### config.mk
export PLATFORM = sky130hd
export DESIGN_NAME = day_number_to_civil_date_flat
export DESIGN_NICKNAME = d
export VERILOG_FILES = /design/src/rtl/dnc_pkg.sv /design/src/rtl/dnc_stamp_if.sv /design/src/rtl/dnc_civil_if.sv /design/src/rtl/dnc_date_pipe.sv /design/src/rtl/dnc_time_pipe.sv /design/src/rtl/day_number_to_civil_date.sv /design/src/flat_wrapper.sv
export SDC_FILE = /design/constraint.sdc
export NUM_CORES = 2
export LEC_CHECK = 0
export ABC_AREA = 1
export BUFFER_PORTS_ARGS = -buffer_cell sky130_fd_sc_hd__buf_2
export CORE_MARGIN = 4
export CORE_UTILIZATION = 29
export CTS_CLUSTER_SIZE = 30
export DETAILED_ROUTE_END_ITERATION = 8
export PLACE_DENSITY = 0.44
export SETUP_SLACK_MARGIN = 0.5
export SYNTH_ARGS = -nofsm -noshare
export SYNTH_HDL_FRONTEND = slang
export SYNTH_HIERARCHICAL = 1
export SYNTH_SLANG_ARGS = --single-unit
### constraint.sdc
create_clock -name clk -period 16.4 [get_ports clk]
set_clock_uncertainty 0.2 [all_clocks]
set_input_delay 2.46 -clock clk [delete_from_list [all_inputs] [get_ports clk]]
set_output_delay 2.46 -clock clk [all_outputs]
set_load 0.005 [all_outputs]
### src/rtl/dnc_pkg.sv
// Shared widths, constants and types for the day number to civil date converter.
package dnc_pkg;

	// Number of binary fraction bits in day_fraction.
	localparam int FRAC_BITS = 32;
	localparam int NSTAGES   = 7;

	// Port field widths.
	localparam int MJD_W   = 23;
	localparam int FRAC_W  = 32;
	localparam int YEAR_W  = 14;
	localparam int MONTH_W = 4;
	localparam int DAY_W   = 5;
	localparam int HOUR_W  = 5;
	localparam int MIN_W   = 6;
	localparam int MILLI_W = 16;

	// Internal value widths.
	localparam int L0_W   = 23;
	localparam int N_W    = 8;
	localparam int L1_W   = 16;
	localparam int I_W    = 7;
	localparam int L2_W   = 16;
	localparam int J_W    = 6;
	localparam int MS_W   = 27;
	localparam int MINS_W = 11;

	localparam logic signed [MJD_W-1:0] MJD_MIN = -23'sd678575;
	localparam logic signed [MJD_W-1:0] MJD_MAX = 23'sd2973483;
	// Julian day offset plus the first constant of the date algorithm.
	localparam logic signed [MJD_W:0] JDN_BIAS = 24'sd2468570;

	localparam logic [MS_W-1:0]    MS_PER_DAY = 27'd86400000;
	localparam logic [MILLI_W-1:0] MS_PER_MIN = 16'd60000;
	localparam logic [FRAC_W-1:0]  FRAC_MASK  = (FRAC_BITS >= FRAC_W) ? '1 :
		FRAC_W'((64'd1 << FRAC_BITS) - 64'd1);

	// Rounded-up reciprocals. Each shift is chosen so that dividend times divisor
	// stays below two to the shift, which makes the truncated product exact.
	localparam int N_SHIFT   = 43;
	localparam int N_RECIP_W = 26;
	localparam logic [N_RECIP_W-1:0] N_RECIP =
		N_RECIP_W'(((64'd1 << N_SHIFT) + 64'd146096) / 64'd146097);

	localparam int I_SHIFT   = 49;
	localparam int I_RECIP_W = 29;
	localparam logic [I_RECIP_W-1:0] I_RECIP =
		I_RECIP_W'(((64'd1 << I_SHIFT) + 64'd1461000) / 64'd1461001);

	localparam int J_SHIFT   = 35;
	localparam int J_RECIP_W = 24;
	localparam logic [J_RECIP_W-1:0] J_RECIP =
		J_RECIP_W'(((64'd1 << J_SHIFT) + 64'd2446) / 64'd2447);

	// Scaled 2447/80, so floor(2447 * j / 80) needs one multiply.
	localparam int K_SHIFT   = 16;
	localparam int K_RECIP_W = 21;
	localparam logic [K_RECIP_W-1:0] K_RECIP =
		K_RECIP_W'((64'd2447 * (64'd1 << K_SHIFT) + 64'd79) / 64'd80);

	localparam int MN_SHIFT   = 43;
	localparam int MN_RECIP_W = 28;
	localparam logic [MN_RECIP_W-1:0] MN_RECIP =
		MN_RECIP_W'(((64'd1 << MN_SHIFT) + 64'd59999) / 64'd60000);

	localparam int HR_SHIFT   = 17;
	localparam int HR_RECIP_W = 12;
	localparam logic [HR_RECIP_W-1:0] HR_RECIP =
		HR_RECIP_W'(((64'd1 << HR_SHIFT) + 64'd59) / 64'd60);

	typedef struct packed {
		logic [NSTAGES-1:0] adv;
	} pipe_ctrl_t;

	typedef struct packed {
		logic [HOUR_W-1:0]  hour;
		logic [MIN_W-1:0]   minute;
		logic [MILLI_W-1:0] second_milli;
	} tod_t;

endpackage

### src/rtl/dnc_stamp_if.sv
// Input channel: day number and day fraction with valid/ready.
interface dnc_stamp_if import dnc_pkg::*; ();
	logic                     valid;
	logic                     ready;
	logic signed [MJD_W-1:0]  mjd_day;
	logic [FRAC_W-1:0]        day_fraction;

	modport source(output valid, output mjd_day, output day_fraction, input ready);
	modport sink(input valid, input mjd_day, input day_fraction, output ready);
endinterface

### src/rtl/dnc_civil_if.sv
// Output channel: civil date and time of day with valid/ready.
interface dnc_civil_if import dnc_pkg::*; ();
	logic                valid;
	logic                ready;
	logic [YEAR_W-1:0]   year;
	logic [MONTH_W-1:0]  month;
	logic [DAY_W-1:0]    day_of_month;
	logic [HOUR_W-1:0]   hour;
	logic [MIN_W-1:0]    minute;
	logic [MILLI_W-1:0]  second_milli;

	modport source(output valid, output year, output month, output day_of_month,
		output hour, output minute, output second_milli, input ready);
	modport sink(input valid, input year, input month, input day_of_month,
		input hour, input minute, input second_milli, output ready);
endinterface

### src/rtl/dnc_date_pipe.sv
// Seven-stage datapath from day number to Gregorian year, month and day.
module dnc_date_pipe import dnc_pkg::*; (
	input  logic                    clk,
	input  pipe_ctrl_t              ctrl,
	input  logic signed [MJD_W-1:0] mjd_day,
	output logic [YEAR_W-1:0]       year,
	output logic [MONTH_W-1:0]      month,
	output logic [DAY_W-1:0]        day_of_month
);

	localparam int NX_W  = L0_W + 2;
	localparam int NP_W  = NX_W + N_RECIP_W;
	localparam int IX_W  = 28;
	localparam int IP_W  = IX_W + I_RECIP_W;
	localparam int JX_W  = 23;
	localparam int JP_W  = JX_W + J_RECIP_W;
	localparam int KP_W  = J_W + K_RECIP_W;
	localparam int KQ_W  = 11;

	// Stage 1: clamp and bias.
	logic signed [MJD_W-1:0] mjd_c;
	logic signed [MJD_W:0]   l0_sum;
	logic [L0_W-1:0]         l0_s1;

	always_comb begin
		priority if (mjd_day < MJD_MIN) begin
			mjd_c = MJD_MIN;
		end else if (mjd_day > MJD_MAX) begin
			mjd_c = MJD_MAX;
		end else begin
			mjd_c = mjd_day;
		end
		l0_sum = (MJD_W+1)'(mjd_c) + JDN_BIAS;
	end

	always_ff @(posedge clk) begin
		if (ctrl.adv[0]) begin
			l0_s1 <= l0_sum[L0_W-1:0];
		end
	end

	// Stage 2: 400-year cycle count.
	logic [NX_W-1:0] nx;
	logic [NP_W-1:0] nprod;
	logic [N_W-1:0]  n_s2;
	logic [L0_W-1:0] l0_s2;

	assign nx    = {l0_s1, 2'b00};
	assign nprod = NP_W'(nx) * NP_W'(N_RECIP);

	always_ff @(posedge clk) begin
		if (ctrl.adv[1]) begin
			n_s2  <= nprod[N_SHIFT +: N_W];
			l0_s2 <= l0_s1;
		end
	end

	// Stage 3: days within the cycle.
	logic [NX_W-1:0] nq;
	logic [L1_W-1:0] l1_s3;
	logic [N_W-1:0]  n_s3;

	assign nq = NX_W'(n_s2) * NX_W'(146097) + NX_W'(3);

	always_ff @(posedge clk) begin
		if (ctrl.adv[2]) begin
			l1_s3 <= L1_W'(l0_s2 - nq[NX_W-1:2]);
			n_s3  <= n_s2;
		end
	end

	// Stage 4: year within the cycle.
	logic [IX_W-1:0] ix;
	logic [IP_W-1:0] iprod;
	logic [I_W-1:0]  i_s4;
	logic [L1_W-1:0] l1_s4;
	logic [N_W-1:0]  n_s4;

	assign ix    = (IX_W'(l1_s3) + IX_W'(1)) * IX_W'(4000);
	assign iprod = IP_W'(ix) * IP_W'(I_RECIP);

	always_ff @(posedge clk) begin
		if (ctrl.adv[3]) begin
			i_s4  <= iprod[I_SHIFT +: I_W];
			l1_s4 <= l1_s3;
			n_s4  <= n_s3;
		end
	end

	// Stage 5: day of the March-based year.
	logic [17:0]     iq;
	logic [L2_W:0]   l2_c;
	logic [L2_W-1:0] l2_s5;
	logic [I_W-1:0]  i_s5;
	logic [N_W-1:0]  n_s5;

	assign iq   = 18'(i_s4) * 18'd1461;
	assign l2_c = (L2_W+1)'(l1_s4) - (L2_W+1)'(iq[17:2]) + (L2_W+1)'(31);

	always_ff @(posedge clk) begin
		if (ctrl.adv[4]) begin
			l2_s5 <= l2_c[L2_W-1:0];
			i_s5  <= i_s4;
			n_s5  <= n_s4;
		end
	end

	// Stage 6: March-based month.
	logic [JX_W-1:0] jx;
	logic [JP_W-1:0] jprod;
	logic [J_W-1:0]  j_s6;
	logic [L2_W-1:0] l2_s6;
	logic [I_W-1:0]  i_s6;
	logic [N_W-1:0]  n_s6;

	assign jx    = JX_W'(l2_s5) * JX_W'(80);
	assign jprod = JP_W'(jx) * JP_W'(J_RECIP);

	always_ff @(posedge clk) begin
		if (ctrl.adv[5]) begin
			j_s6  <= jprod[J_SHIFT +: J_W];
			l2_s6 <= l2_s5;
			i_s6  <= i_s5;
			n_s6  <= n_s5;
		end
	end

	// Stage 7: day of month, and the shift from March-based to January-based year.
	logic [KP_W-1:0]    kprod;
	logic [KQ_W-1:0]    kq;
	logic               carry_c;
	logic [YEAR_W-1:0]  year_s7;
	logic [MONTH_W-1:0] month_s7;
	logic [DAY_W-1:0]   day_s7;

	assign kprod   = KP_W'(j_s6) * KP_W'(K_RECIP);
	assign kq      = kprod[K_SHIFT +: KQ_W];
	// The month index never reaches 22, so dividing it by 11 is one compare.
	assign carry_c = (j_s6 >= J_W'(11));

	always_ff @(posedge clk) begin
		if (ctrl.adv[6]) begin
			day_s7   <= DAY_W'(l2_s6 - L2_W'(kq));
			month_s7 <= MONTH_W'(j_s6 + J_W'(2) - (carry_c ? J_W'(12) : J_W'(0)));
			year_s7  <= (YEAR_W'(n_s6) - YEAR_W'(49)) * YEAR_W'(100)
				+ YEAR_W'(i_s6) + YEAR_W'(carry_c);
		end
	end

	assign year         = year_s7;
	assign month        = month_s7;
	assign day_of_month = day_s7;

endmodule

### src/rtl/dnc_time_pipe.sv
// Seven-stage datapath from day fraction to hour, minute and milliseconds.
module dnc_time_pipe import dnc_pkg::*; (
	input  logic              clk,
	input  pipe_ctrl_t        ctrl,
	input  logic [FRAC_W-1:0] day_fraction,
	output tod_t              tod
);

	localparam int FP_W = FRAC_W + MS_W;
	localparam int MP_W = MS_W + MN_RECIP_W;
	localparam int HP_W = MINS_W + HR_RECIP_W;

	// Stage 1: milliseconds since midnight, truncated.
	logic [FP_W-1:0] fprod;
	logic [MS_W-1:0] ms_s1;

	assign fprod = FP_W'(day_fraction & FRAC_MASK) * FP_W'(MS_PER_DAY);

	always_ff @(posedge clk) begin
		if (ctrl.adv[0]) begin
			ms_s1 <= MS_W'(fprod >> FRAC_BITS);
		end
	end

	// Stage 2: minutes since midnight.
	logic [MP_W-1:0]   mprod;
	logic [MINS_W-1:0] mins_s2;
	logic [MS_W-1:0]   ms_s2;

	assign mprod = MP_W'(ms_s1) * MP_W'(MN_RECIP);

	always_ff @(posedge clk) begin
		if (ctrl.adv[1]) begin
			mins_s2 <= mprod[MN_SHIFT +: MINS_W];
			ms_s2   <= ms_s1;
		end
	end

	// Stage 3: hour and the milliseconds left in the minute.
	logic [HP_W-1:0]    hprod;
	logic [MS_W-1:0]    ms_rem;
	logic [HOUR_W-1:0]  hour_s3;
	logic [MINS_W-1:0]  mins_s3;
	logic [MILLI_W-1:0] milli_s3;

	assign hprod  = HP_W'(mins_s2) * HP_W'(HR_RECIP);
	assign ms_rem = ms_s2 - MS_W'(mins_s2) * MS_W'(MS_PER_MIN);

	always_ff @(posedge clk) begin
		if (ctrl.adv[2]) begin
			hour_s3  <= hprod[HR_SHIFT +: HOUR_W];
			mins_s3  <= mins_s2;
			milli_s3 <= ms_rem[MILLI_W-1:0];
		end
	end

	// Stage 4: minute within the hour; later stages only align with the date side.
	logic [MINS_W-1:0] min_rem;
	tod_t              tod_s4;
	tod_t              tod_s5;
	tod_t              tod_s6;
	tod_t              tod_s7;

	assign min_rem = mins_s3 - MINS_W'(hour_s3) * MINS_W'(60);

	always_ff @(posedge clk) begin
		if (ctrl.adv[3]) begin
			tod_s4.hour         <= hour_s3;
			tod_s4.minute       <= min_rem[MIN_W-1:0];
			tod_s4.second_milli <= milli_s3;
		end
		if (ctrl.adv[4]) begin
			tod_s5 <= tod_s4;
		end
		if (ctrl.adv[5]) begin
			tod_s6 <= tod_s5;
		end
		if (ctrl.adv[6]) begin
			tod_s7 <= tod_s6;
		end
	end

	assign tod = tod_s7;

endmodule

### src/rtl/day_number_to_civil_date.sv
// Top level: Modified Julian Day and day fraction to civil date and time of day.
// The pipeline has seven stages between an accepted input beat and its output beat.
// Throughput is one beat per cycle while civil.ready is high.
// A stage holds its beat only while every stage after it is full and stalled.
// Reset clears the stage valid bits only; the datapath registers are not reset.
module day_number_to_civil_date import dnc_pkg::*; (
	input  logic         clk,
	input  logic         arst_n,
	dnc_stamp_if.sink    stamp,
	dnc_civil_if.source  civil
);

	logic [NSTAGES-1:0] v_q;
	pipe_ctrl_t         ctrl;
	tod_t               tod;

	// A stage may load when it is empty or the stage after it is loading.
	always_comb begin
		ctrl.adv[NSTAGES-1] = !v_q[NSTAGES-1] || civil.ready;
		for (int k = NSTAGES - 2; k >= 0; k--) begin
			ctrl.adv[k] = !v_q[k] || ctrl.adv[k+1];
		end
	end

	always_ff @(posedge clk or negedge arst_n) begin
		if (!arst_n) begin
			v_q <= '0;
		end else begin
			if (ctrl.adv[0]) begin
				v_q[0] <= stamp.valid;
			end
			for (int k = 1; k < NSTAGES; k++) begin
				if (ctrl.adv[k]) begin
					v_q[k] <= v_q[k-1];
				end
			end
		end
	end

	dnc_date_pipe u_date (
		.clk          (clk),
		.ctrl         (ctrl),
		.mjd_day      (stamp.mjd_day),
		.year         (civil.year),
		.month        (civil.month),
		.day_of_month (civil.day_of_month)
	);

	dnc_time_pipe u_time (
		.clk          (clk),
		.ctrl         (ctrl),
		.day_fraction (stamp.day_fraction),
		.tod          (tod)
	);

	assign stamp.ready        = ctrl.adv[0];
	assign civil.valid        = v_q[NSTAGES-1];
	assign civil.hour         = tod.hour;
	assign civil.minute       = tod.minute;
	assign civil.second_milli = tod.second_milli;

	a_accept_enters: assert property (@(posedge clk) disable iff (!arst_n)
		stamp.valid && stamp.ready |=> v_q[0])
		else $error("accepted beat did not enter the first stage");

	a_free_when_empty: assert property (@(posedge clk) disable iff (!arst_n)
		!civil.valid |-> stamp.ready)
		else $error("input stalled while the output stage is empty");

	a_date_range: assert property (@(posedge clk) disable iff (!arst_n)
		civil.valid |-> civil.year >= YEAR_W'(1) && civil.year <= YEAR_W'(9999)
			&& civil.month >= MONTH_W'(1) && civil.month <= MONTH_W'(12)
			&& civil.day_of_month >= DAY_W'(1) && civil.day_of_month <= DAY_W'(31))
		else $error("civil date out of range");

	a_time_range: assert property (@(posedge clk) disable iff (!arst_n)
		civil.valid |-> civil.hour <= HOUR_W'(23) && civil.minute <= MIN_W'(59)
			&& civil.second_milli <= MILLI_W'(59999))
		else $error("time of day out of range");

endmodule
### src/flat_wrapper.sv
// flat-port wrapper written by rule: the top's interface ports become plain ports
module day_number_to_civil_date_flat import dnc_pkg::*;
  (clk, arst_n, stamp_valid, stamp_mjd_day, stamp_day_fraction, stamp_ready, civil_valid, civil_year, civil_month, civil_day_of_month, civil_hour, civil_minute, civil_second_milli, civil_ready);
  dnc_stamp_if stamp_i ();
  dnc_civil_if civil_i ();
  input  logic clk;
  input  logic arst_n;
  input wire logic [$bits(stamp_i.valid)-1:0] stamp_valid;
  input wire logic [$bits(stamp_i.mjd_day)-1:0] stamp_mjd_day;
  input wire logic [$bits(stamp_i.day_fraction)-1:0] stamp_day_fraction;
  output wire logic [$bits(stamp_i.ready)-1:0] stamp_ready;
  output wire logic [$bits(civil_i.valid)-1:0] civil_valid;
  output wire logic [$bits(civil_i.year)-1:0] civil_year;
  output wire logic [$bits(civil_i.month)-1:0] civil_month;
  output wire logic [$bits(civil_i.day_of_month)-1:0] civil_day_of_month;
  output wire logic [$bits(civil_i.hour)-1:0] civil_hour;
  output wire logic [$bits(civil_i.minute)-1:0] civil_minute;
  output wire logic [$bits(civil_i.second_milli)-1:0] civil_second_milli;
  input wire logic [$bits(civil_i.ready)-1:0] civil_ready;
  assign stamp_i.valid = stamp_valid;
  assign stamp_i.mjd_day = stamp_mjd_day;
  assign stamp_i.day_fraction = stamp_day_fraction;
  assign stamp_ready = stamp_i.ready;
  assign civil_valid = civil_i.valid;
  assign civil_year = civil_i.year;
  assign civil_month = civil_i.month;
  assign civil_day_of_month = civil_i.day_of_month;
  assign civil_hour = civil_i.hour;
  assign civil_minute = civil_i.minute;
  assign civil_second_milli = civil_i.second_milli;
  assign civil_i.ready = civil_ready;
  day_number_to_civil_date u_core (.clk(clk), .arst_n(arst_n), .stamp(stamp_i), .civil(civil_i));
endmodule
# == Word-level counts from Yosys, hierarchy flattened ==
# Index checks and enable logic that the tools add are counted.
# W data, S select, Z words.
# totals
regBits,378
latchBits,0
mem_bits_rw,0
rom_bits,0
inputBits,59
output_inout_bits,52
elab_cells,91
n_memories,0
# classes
n_addsub,14
multipliers,14
div_mod_pow,0
order_cmp,3
eq_ne,0
shifts,0
muxes,3
bitwise_logic,0
reduce_logical,14
# op_table
op,count
$mul A27 B28 Y54 const B,1
$mul A23 B27 Y49 const B,1
$mul A32 B17 Y49 const B,1
$sub A16 B16 Y16,3
$mul A23 B24 Y47 const B,1
$mux W23,2
$mul A19 B24 Y37 const B,1
$add A23 B23 Y23 const B,1
$gt A23 B23 Y1 const B,1
$lt A23 B21 Y1 const B,1
$mul A17 B7 Y23 const B,1
$mul A11 B12 Y22 const B,1
$mul A6 B21 Y21 const B,1
$mul A16 B3 Y19 const B,1
$add A18 B2 Y18 const B,1
$mul A7 B11 Y18 const B,1
$mul A8 B18 Y18 const B,1
$add A16 B1 Y17 const B,1
$add A16 B5 Y16 const B,1
$add A14 B1 Y14,1
$add A14 B7 Y14,1
$mul A14 B5 Y12 const B,1
$mul A11 B9 Y11 const B,1
$sub A8 B6 Y9 const B,1
9 further kinds,21

# == Depth between registers and ports, before layout ==
# logic_depth
depth_word,8
ltp_mapped,56
mapped_depth_nobuf,56

# == Modules after synthesis ==
# Netlist, hierarchy kept.
# modules_own_cells
module,instances,cells_each,area_each_um2
dnc_date_pipe,1,4820,45177.1
dnc_time_pipe,1,3449,32048.2
day_number_to_civil_date,1,30,306.5

# == Worst setup path after synthesis ==
# Ideal clock, no wire load.
# synth_path
path_type,reg2reg
start,register u_core.u_date.l1_s3[0]
end,"register u_core.u_date.i_s4[1], data pin"
setup_ps,252
t_arrival_ps,10894
required_ps,15948
path_slack_ps,5054
stages_incl_launch_ff,52
n_path_buf,0
period_less_slack_ps,11346
path_cell_list,edfxtp_1 ha_1 nand2_1 nor2_1 inv_1 nor2_1 inv_1 nor2_1 nand3_1 nor2_1 nand2_1 nor2_1 inv_1 nor2_1 xor2_1 inv_1 fa_1 inv_1 (+16 left out) or2_1 fa_1 inv_1 fa_1 inv_1 fa_1 fa_1 fa_1 fa_1 ha_1 a21oi_1 o21ai_0 a21boi_0 o21ai_0 a211o_1 a21oi_1 a21o_1 nand2_1
# synth_between
elab_chain_len,3
# synth_lines
item,line,rtl
"start, declared",dnc_date_pipe.sv:60,logic [L1_W-1:0] l1_s3;
"start signal, assigned",dnc_date_pipe.sv:67,l1_s3 <= L1_W'(l0_s2 - nq[NX_W-1:2]);
$add A16 B1 Y17,dnc_date_pipe.sv:79,assign ix = (IX_W'(l1_s3) + IX_W'(1)) * IX_W'(4000);
$mul A17 B7 Y23,dnc_date_pipe.sv:79,
$mul A23 B27 Y49,dnc_date_pipe.sv:80,assign iprod = IP_W'(ix) * IP_W'(I_RECIP);
named net u_core.u_date.iprod[50],dnc_date_pipe.sv:74,logic [IP_W-1:0] iprod;
"end signal, assigned",dnc_date_pipe.sv:84,i_s4 <= iprod[I_SHIFT +: I_W];
"end, declared",dnc_date_pipe.sv:75,logic [I_W-1:0] i_s4;
# The timed path passes the listed nets, and every way through them passes these cells.
# A chain may end at the register's enable or synchronous reset.

# == Worst setup path in the final report ==
# layout_path
start,register u_core.u_date.l1_s3[0]
end,"register u_core.u_date.i_s4[4], data pin"
# The elaborated chain is that of the path after synthesis.

==> flow_metrics.py <==
metrics = {
    "logic_synthesis": {
        "synth_ff_type": "edfxtp_1",
        "synthMuxAreaShare_pct": 0,
        "synth_top_family_by_area": "adder cells",
        "synthDistinctLibCells": 60,
        "synth_common_cells": "inv_1, ha_1, fa_1",
        "avgSynthCellArea_um2": 9.342,
        "ys_seq_area_share_pct": 14.60,
        "synth_compound_area_share_pct": 5.263,
        "synth_edf_count": 371,
        "yosys.area.top_type": "fa_1",
        "syn_nets": 11060,
        "yosysMostFrequentCell": "inv_1",
        "async_reset_ff_share_pct": 1.852,
        "synth_xor_xnor_area_share_pct": 2.835,
        "synth_top_area_share_pct": 32.12,
        "syn_inst": 8299,
        "synth_area_leaders": "fa_1, ha_1, edfxtp_1",
        "synthAdderAreaFrac_pct": 55.59,
        "synth_seq_cells": 378,
        "yosysWarnings": 6,
        "synth-simple-area-share_pct": 9.680,
        "syn_area_um2": 77530,
    },
    "die": {
        "dieHeight_um": 525.1,
        "initial_utilization_pct": 29.20,
        "pin_count": 111,
        "dieArea_um2": 275700,
        "placementRows": 189,
        "die_w_um": 525.1,
        "core_um2": 265600,
    },
    "route": {
        "wl_per_cell_um": 18.53,
        "drt_wl_total_mm": 223.3,
        "ant_nets": 0,
        "vias_per_cell": 4.433,
        "drt-initial-drc-count": 2320,
        "dr.pass1.iters": 7,
        "vias": 53420,
        "route.detailed.drc": 0,
    },
    "min_path": {
        "min-delay-start": "u_core/u_date/n_s5[6]$_DFFE_PP_",
        "hold_class": "reg -> reg",
        "min_to": "u_core/u_date/n_s6[6]$_DFFE_PP_",
        "whs_path_depth": 0,
    },
    "setup_path": {
        "worst_ep_arrival_time_ns": 12.57,
        "cp-start-kind": "flop",
        "reg2reg_from": "u_core/u_date/l1_s3[0]$_DFFE_PP_",
        "worstPathMaxFanout": 12,
        "crit_family": "adder cells",
        "path_class": "reg -> reg",
        "worstPathRequired_ns": 16.69,
        "critical_path_buf_inv_count": 12,
        "cpMostUsedCell": "inv_1",
        "cp_num_cells": 52,
        "reg2regPathDepth": 52,
        "r2r_slack_ns": 4.11,
        "end_kind": "flop",
        "crit_slowest_cell": "fa_1",
        "slowest_delay_ns": 0.56,
        "r2r-end": "u_core/u_date/i_s4[4]$_DFFE_PP_",
    },
    "timing": {
        "rsz0062_at_grt": "false",
        "slew_headroom_pct": 3.481,
        "maxSlewViolCount": 0,
        "setup_viol": 0,
        "clock.fmax_mhz": 81.39,
        "hold_viol": 0,
        "min_period_ns": 12.29,
        "min_period_over_period_pct": 74.92,
        "setup_tns_ns": 0,
        "worst_pin_slew_ns": 1.435,
    },
    "grt": {
        "grt_pass1_wl_mm": 350.4,
        "grt_start_max_net_pins": 54,
        "grtUsageTotal_pct": 16.42,
        "grt.overflow.total": 0,
        "first_global_vias": 59080,
        "antenna_found_initial": 6,
    },
    "clock_network": {
        "cts_tree": "built",
        "cts_resized": 0,
        "clk_pin_slew_ns": 0.08,
        "cts_buffers": 52,
        "cts_buffer_depth": 3,
        "cts.sink_count": 378,
        "cts_root_buf": "clkbuf_16",
        "insertion_delay_ns": 0.73,
        "postCtsSetupRepairBufs": 0,
        "hold_buffers": 0,
        "cts_max_level": 2,
    },
    "flow_run": {
        "max_cap_viol_count": 0,
    },
    "outcome": {
        "status": "completed",
    },
    "cells_and_area": {
        "fin_nets": 11230,
        "area_growth_pct": 8.824,
        "drive_above_1_share_pct": 3.640,
        "fill_cells": 27870,
        "antenna_cells": 0,
    },
    "placed_design": {
        "routabilityCongestion": 0.9084,
        "dp_hpwl_mm": 199.8,
        "io_buffer_count": 110,
    },
}
worst register-to-register path: cells and delay by family, from the launching register on:
kind / cells / cell delay, ns
simple gates: 15 / 1.72
compound gates: 7 / 1.14
flops: 1 / 0.32
xor+xnor: 4 / 1.09
buf+inv: 12 / 1.31
fa+ha+maj: 14 / 6.32
placed cells by master, fill, tap and decap left out, types with 14 or more instances in the layout:
cell type	synthesis	final
nor2_1	371	371
nor2_2	26	26
nand4_1	67	67
a21oi_1	379	379
nand2_1	966	964
inv_1	2461	2459
nand2_2	18	19
a31oi_1	18	18
buf_4	1	14
o21ai_0	180	180
buf_2	1	110
nand3_1	188	188
nor3_1	57	57
inv_2	15	17
o21a_1	25	25
clkbuf_16	0	52
ha_1	1454	1454
xor2_1	161	161
edfxtp_1	371	371
fa_1	1244	1244
xnor2_1	90	90
nor4_1	14	14
a21o_1	29	29
o21bai_1	30	30
flip-flops by register name, indices dropped and copies added (netlist names), 23 cells and up:
register and cells:
u_core/u_time/ms_s1 27, u_core/u_time/tod_s5 27, u_core/u_time/tod 27, u_core/u_time/tod_s6 27, u_core/u_date/l0_s1 23, u_core/u_time/tod_s4 27
through the flow:
step           hold WS, ns  setup WS [ns]  util [%]  instances  cell area [um^2]
6_report            0.1778          4.113     31.77      12050             84370
5_1_grt             0.1790          2.897     31.77      12050             84370
4_1_cts             0.1688          4.055     31.77      12050             84370
3_5_place_dp        0.2045          4.036     31.10      11950             82580
3_3_place_gp        0.2020          3.988     31.10      11950             82580
2_1_floorplan       0.2003          5.054         -       8299             77530
final cells by class:
cell class	count	area [um^2]	area share, %
clock buffer	57	1320	1.564
multi-input combinational	5440	56900	67.44
timing repair buffer	124	655.6	0.7771
sequential	378	11320	13.41
inverter	2476	9294	11.02
clock inverter	41	469.2	0.5561
tap	3533	4420	5.239
logic make-up after synthesis:
group                    after synthesis
XOR/XNOR                             251
AND/OR/NAND/NOR                     1761
flip-flops                           378
adder cells (fa/ha/maj)             2698
AO/OA/AOI/OAI                        730
buffers and inverters               2481
worst max path at each step:
stage | from | to
2_1_floorplan | u_core/u_date/l1_s3[0]$_DFFE_PP_ | u_core/u_date/i_s4[1]$_DFFE_PP_
3_3_place_gp | u_core/u_date/l1_s3[0]$_DFFE_PP_ | u_core/u_date/i_s4[4]$_DFFE_PP_
3_5_place_dp | u_core/u_date/l1_s3[0]$_DFFE_PP_ | u_core/u_date/i_s4[4]$_DFFE_PP_
4_1_cts | u_core/u_date/l1_s3[0]$_DFFE_PP_ | u_core/u_date/i_s4[4]$_DFFE_PP_
5_1_grt | u_core/u_date/l1_s3[0]$_DFFE_PP_ | u_core/u_date/i_s4[4]$_DFFE_PP_
6_report | u_core/u_date/l1_s3[0]$_DFFE_PP_ | u_core/u_date/i_s4[4]$_DFFE_PP_
per-layer routing:
metal / track usage, % / up-vias / wire length (um)
li1: - / 26040 / -
met1: 22.86 / 26460 / 107000
met2: 27.69 / 760 / 104600
met3: 1.940 / 156 / 7627
met4: 2.882 / 2 / 3987
met5: 0 / - / 13
Power is not shown: default switching activity piles up to over one toggle a cycle in this logic, so the estimate is an artifact.
